--- src/hdl/icbs_pkg.sv ---
package icbs_pkg;

   localparam int TABLE_DEPTH_DEFAULT = 256;
   localparam int QUEUE_DEPTH = 2;
   localparam int LEN_W = 9;
   localparam int BYTE_W = 8;
   localparam int THR_W = 49;
   localparam int GEN_W = 48;
   localparam int HALF_W = 24;
   localparam int SEED_W = 32;

   // drand48 multiplier 0x5DEECE66D split at bit 24
   localparam logic [HALF_W-1:0] LCG_MULT_LO = 24'hECE66D;
   localparam logic [HALF_W-1:0] LCG_MULT_HI = 24'h0005DE;
   localparam logic [GEN_W-1:0] LCG_INC = 48'h00000000000B;
   localparam logic [15:0] SEED_LOW = 16'h330E;
   localparam logic [GEN_W-1:0] GEN_RESET = 48'h00000000330E;
   localparam logic [LEN_W-1:0] LEN_RESET = 9'd1;

   typedef enum logic {
      REG_TABLE_LENGTH,
      REG_SEED_VALUE
   } reg_index_type;

   typedef enum logic [1:0] {
      OP_DROP,
      OP_WRITE,
      OP_SAMPLE
   } op_type;

   typedef struct packed {
      op_type op;
      logic [BYTE_W-1:0] index;
      logic [THR_W-1:0] data;
   } cmd_type;

   typedef struct packed {
      logic load;
      logic [SEED_W-1:0] seed;
   } seed_load_type;

   typedef enum logic [2:0] {
      ST_IDLE,
      ST_MUL_LO,
      ST_MUL_CROSS_A,
      ST_MUL_CROSS_B,
      ST_SEARCH,
      ST_OUT
   } back_state_type;

endpackage

--- src/hdl/icbs_fifo.sv ---
module icbs_fifo (
   input  logic              clock,
   input  logic              reset,
   input  logic              push,
   input  icbs_pkg::cmd_type push_cmd,
   output logic              full,
   input  logic              pop,
   output logic              valid,
   output icbs_pkg::cmd_type head
);
   import icbs_pkg::*;

   localparam int PW = (QUEUE_DEPTH > 1) ? $clog2(QUEUE_DEPTH) : 1;
   localparam int CNTW = $clog2(QUEUE_DEPTH + 1);

   cmd_type slots_ff [QUEUE_DEPTH];
   logic [PW-1:0] wr_ptr_ff, wr_ptr_in;
   logic [PW-1:0] rd_ptr_ff, rd_ptr_in;
   logic [CNTW-1:0] count_ff, count_in;
   logic do_push, do_pop;

   assign full = (count_ff == CNTW'(QUEUE_DEPTH));
   assign valid = (count_ff != '0);
   assign head = slots_ff[rd_ptr_ff];
   assign do_push = push && !full;
   assign do_pop = pop && valid;

   always_comb begin
      wr_ptr_in = wr_ptr_ff;
      rd_ptr_in = rd_ptr_ff;
      count_in = count_ff;
      if (do_push) begin
         wr_ptr_in = (wr_ptr_ff == PW'(QUEUE_DEPTH - 1)) ? '0 : wr_ptr_ff + PW'(1);
      end
      if (do_pop) begin
         rd_ptr_in = (rd_ptr_ff == PW'(QUEUE_DEPTH - 1)) ? '0 : rd_ptr_ff + PW'(1);
      end
      if (do_push && !do_pop) begin
         count_in = count_ff + CNTW'(1);
      end else if (do_pop && !do_push) begin
         count_in = count_ff - CNTW'(1);
      end
   end

   always_ff @(posedge clock) begin
      if (reset) begin
         wr_ptr_ff <= '0;
         rd_ptr_ff <= '0;
         count_ff <= '0;
      end else begin
         wr_ptr_ff <= wr_ptr_in;
         rd_ptr_ff <= rd_ptr_in;
         count_ff <= count_in;
      end
   end

   always_ff @(posedge clock) begin
      if (do_push) begin
         slots_ff[wr_ptr_ff] <= push_cmd;
      end
   end

endmodule

--- config.mk ---
export PLATFORM = sky130hd
export DESIGN_NAME = icbs_fifo
export DESIGN_NICKNAME = d
export VERILOG_FILES = /design/src/hdl/icbs_pkg.sv /design/src/hdl/icbs_fifo.sv
export SDC_FILE = /design/constraint.sdc
export NUM_CORES = 1
export LEC_CHECK = 0
export BUFFER_PORTS_ARGS = -buffer_cell sky130_fd_sc_hd__buf_2
export CORE_ASPECT_RATIO = 0.6
export CORE_MARGIN = 2
export CORE_UTILIZATION = 45
export DETAILED_ROUTE_END_ITERATION = 16
export PLACE_DENSITY_LB_ADDON = 0.08
export RECOVER_POWER = 50
export SYNTH_ARGS = -nofsm -noshare
export SYNTH_HDL_FRONTEND = slang
export SYNTH_SLANG_ARGS = --single-unit
export TNS_END_PERCENT = 50
--- constraint.sdc ---
create_clock -name clock -period 5.3 [get_ports clock]
set_input_delay 0 -clock clock [delete_from_list [all_inputs] [get_ports clock]]
set_output_delay 0 -clock clock [all_outputs]
set_load 0.05 [all_outputs]
==> metrics.csv <==
metric,value,unit
"commonest non-fill, non-tap cell in the layout",edfxtp_1,
Int Power,0.00232,W
Final Setup Violations,0,
worst min-delay path category,input port to flop,
VDD IR max,367,uV
core area,0.00981,mm2
initial antenna violation count,0,
share of layout cells above drive strength 1,41.1,%
NumNets Final,472,
cell area power density,554,mW/mm2
DRT Pass-1 Iters,4,
Sw Ratio,34.8,%
Port Buf Inserts,123,
"commonest cells after routing, fill and taps aside","edfxtp_1, buf_2, dlygate4sd3_1",
Leak,2.38,nW
post-route ant nets,0,
Worst Setup Slack post-DPL,3260,ps
Max Cap Violations,0,
Overall Global Routing Usage,15.9,%
clk sinks,123,
gpl congestion,0.756,
setup tns final,0,ps
Post-Syn Area,0.00451,mm2
clk slew on worst S/H paths,50,ps
die area,0.0109,mm2
post-synthesis cell type count,17,
worst hold slack,37.2,ps
CTS max path bufs,2,
synth-to-layout area growth,42.2,%
post-synthesis net count,273,
Psw,0.00124,W
Final Cycle Share,46.8,%
largest net degree at the start of global routing,60,
final hold violations,0,
total CTS buffers,17,
status,"finished, final reports clean",
max-slew violations,0,
H-tree Lvls,4,
final wirelength,8310,um
CTS tree,yes,
fin crit period,2480,ps
worst endpoint data arrival time,2510,ps
Die Y,81.6,um
flop-to-flop setup slack,2820,ps
Cells after Synth,209,
# DRC,0,
Worst setup EP type,flop,
RSZ-0062 raised after global routing,false,
Synth Area per Inst,21.6,um2
Die X,133,um
first-pass GRT wire length,12500,um
hpwl dp,4840,um
Rows,28,
Logic pwr share,32.8,%
diodes inserted,0,
fmax,403,MHz
via/cell ratio,4.58,
WL per Instance,14.9,um
FILL cells,733,
Yosys reg bits,123,
starting density of the core,46.0,%
Crit path required time,5330,ps
Crit Path Max Fanout,45,
post-layout worst setup margin,2820,ps
Crit Path Category,flop to flop,
clk_lat worst skew,400,ps
type of origin of the critical path,flop,
Layout Skew,5.50,ps
Clock power frac,31.9,%
Top Ports,124,
Final Util,65.4,%
initial DRC count,177,
Yosys Warn Count,0,
vias in the first global route,2634,
Least-Margin Pin Slew,985,ps
share of power burned in registers,35.4,%
Slew Limit Headroom,34.3,%
Root Driver,clkbuf_16,
total number of vias,2548,
register area share after synthesis,80.7,%
total congestion overflow,0,
-- cell usage after synthesis --
library cell / n / area share, %
edfxtp_1: 118 / 79
mux2_2: 49 / 12
mux2_4: 10 / 3.3
dfxtp_1: 5 / 2.2
buf_2: 4 / 0.44
nor2_1: 4 / 0.33
o21ai_0: 3 / 0.33
xor2_1: 3 / 0.58
a21oi_1: 2 / 0.22
buf_6: 2 / 0.50
inv_1: 2 / 0.17
or3_1: 2 / 0.28
and2_1: 1 / 0.14
clkbuf_2: 1 / 0.11
ha_1: 1 / 0.28
nor2b_2: 1 / 0.19
or2_2: 1 / 0.14
-- registers in the layout, summed over array words and instances (netlist names), named ones only --
name and count:
slots_ff 118, count_ff 2, rd_ptr_ff 1, wr_ptr_ff 1
-- what timing repair did --
action	4_1_cts	5_1_grt
hold buffers	61	0
buffers inserted	0	0
endpoints found under the hold margin	123	0
resized for setup	0	0
-- power groups by stage --
stage | Sequential, W | Clock, W | Combinational, W
after global placement | 0.00127 | 0 | 0.00115
final | 0.00126 | 0.00113 | 0.00117
after floorplan | 0.00127 | 0 | 0.000927
after detailed placement | 0.00128 | 0 | 0.00115
after global routing | 0.00127 | 0.00120 | 0.00123
after CTS | 0.00126 | 0.00116 | 0.00119
-- area by class of cell --
type                       instances  area (um2)  share of cell area (%)
clock buffer                      23         468                    7.29
inverter                           2        7.51                   0.117
tap                              135         169                    2.63
sequential                       123        3640                    56.8
multi-input combinational         77         812                    12.7
timing repair buffer             187        1200                    18.6
clock inverter                     9         120                    1.87
-- kinds of logic after synthesis --
group           count (synthesis)  synth area share (%)
flops                         123                  80.7
mux                            59                  15.6
compound gates                  5                 0.554
xor+xnor                        3                 0.582
buf+inv                         9                  1.22
simple gates                    9                  1.08
fa+ha+maj                       1                 0.277
-- worst paths after layout --
| kind | end | cells after the start | start |
|---|---|---|---|
| max | slots_ff[1][23]$_DFFE_PP_ | 4 | count_ff[0]$_SDFFE_PP0P_ |
| min | flop | 4 | pop |
| max reg2reg | slots_ff[1][23]$_DFFE_PP_ | 4 | count_ff[0]$_SDFFE_PP0P_ |
| min reg2reg | wr_ptr_ff$_SDFFE_PP0N_ | 2 | wr_ptr_ff$_SDFFE_PP0N_ |
-- layer usage --
metal  global-route usage, %  wire, um  vias to the layer above
li1                        -         -                     1218
met1                    18.9      3640                     1246
met2                    25.3      4030                       72
met3                    6.60       499                       12
met4                    8.09       138                        0
met5                       0         0                        -
-- stage by stage --
step	power (W)	cell area (um2)	instances
after CTS	0.00360	6470	556
after global routing	0.00370	6420	556
final	0.00356	6420	556
after detailed placement	0.00243	5280	463
after floorplan	0.00220	4510	209
after global placement	0.00242	5280	463
-- critical path, stage by stage, from the launching register on --
cell and delay, ps:
dfxtp_1 400, nor2b_1 100, nor2_1 140, and2_0 800, buf_4 660
Power figures use the tool's default switching activity.
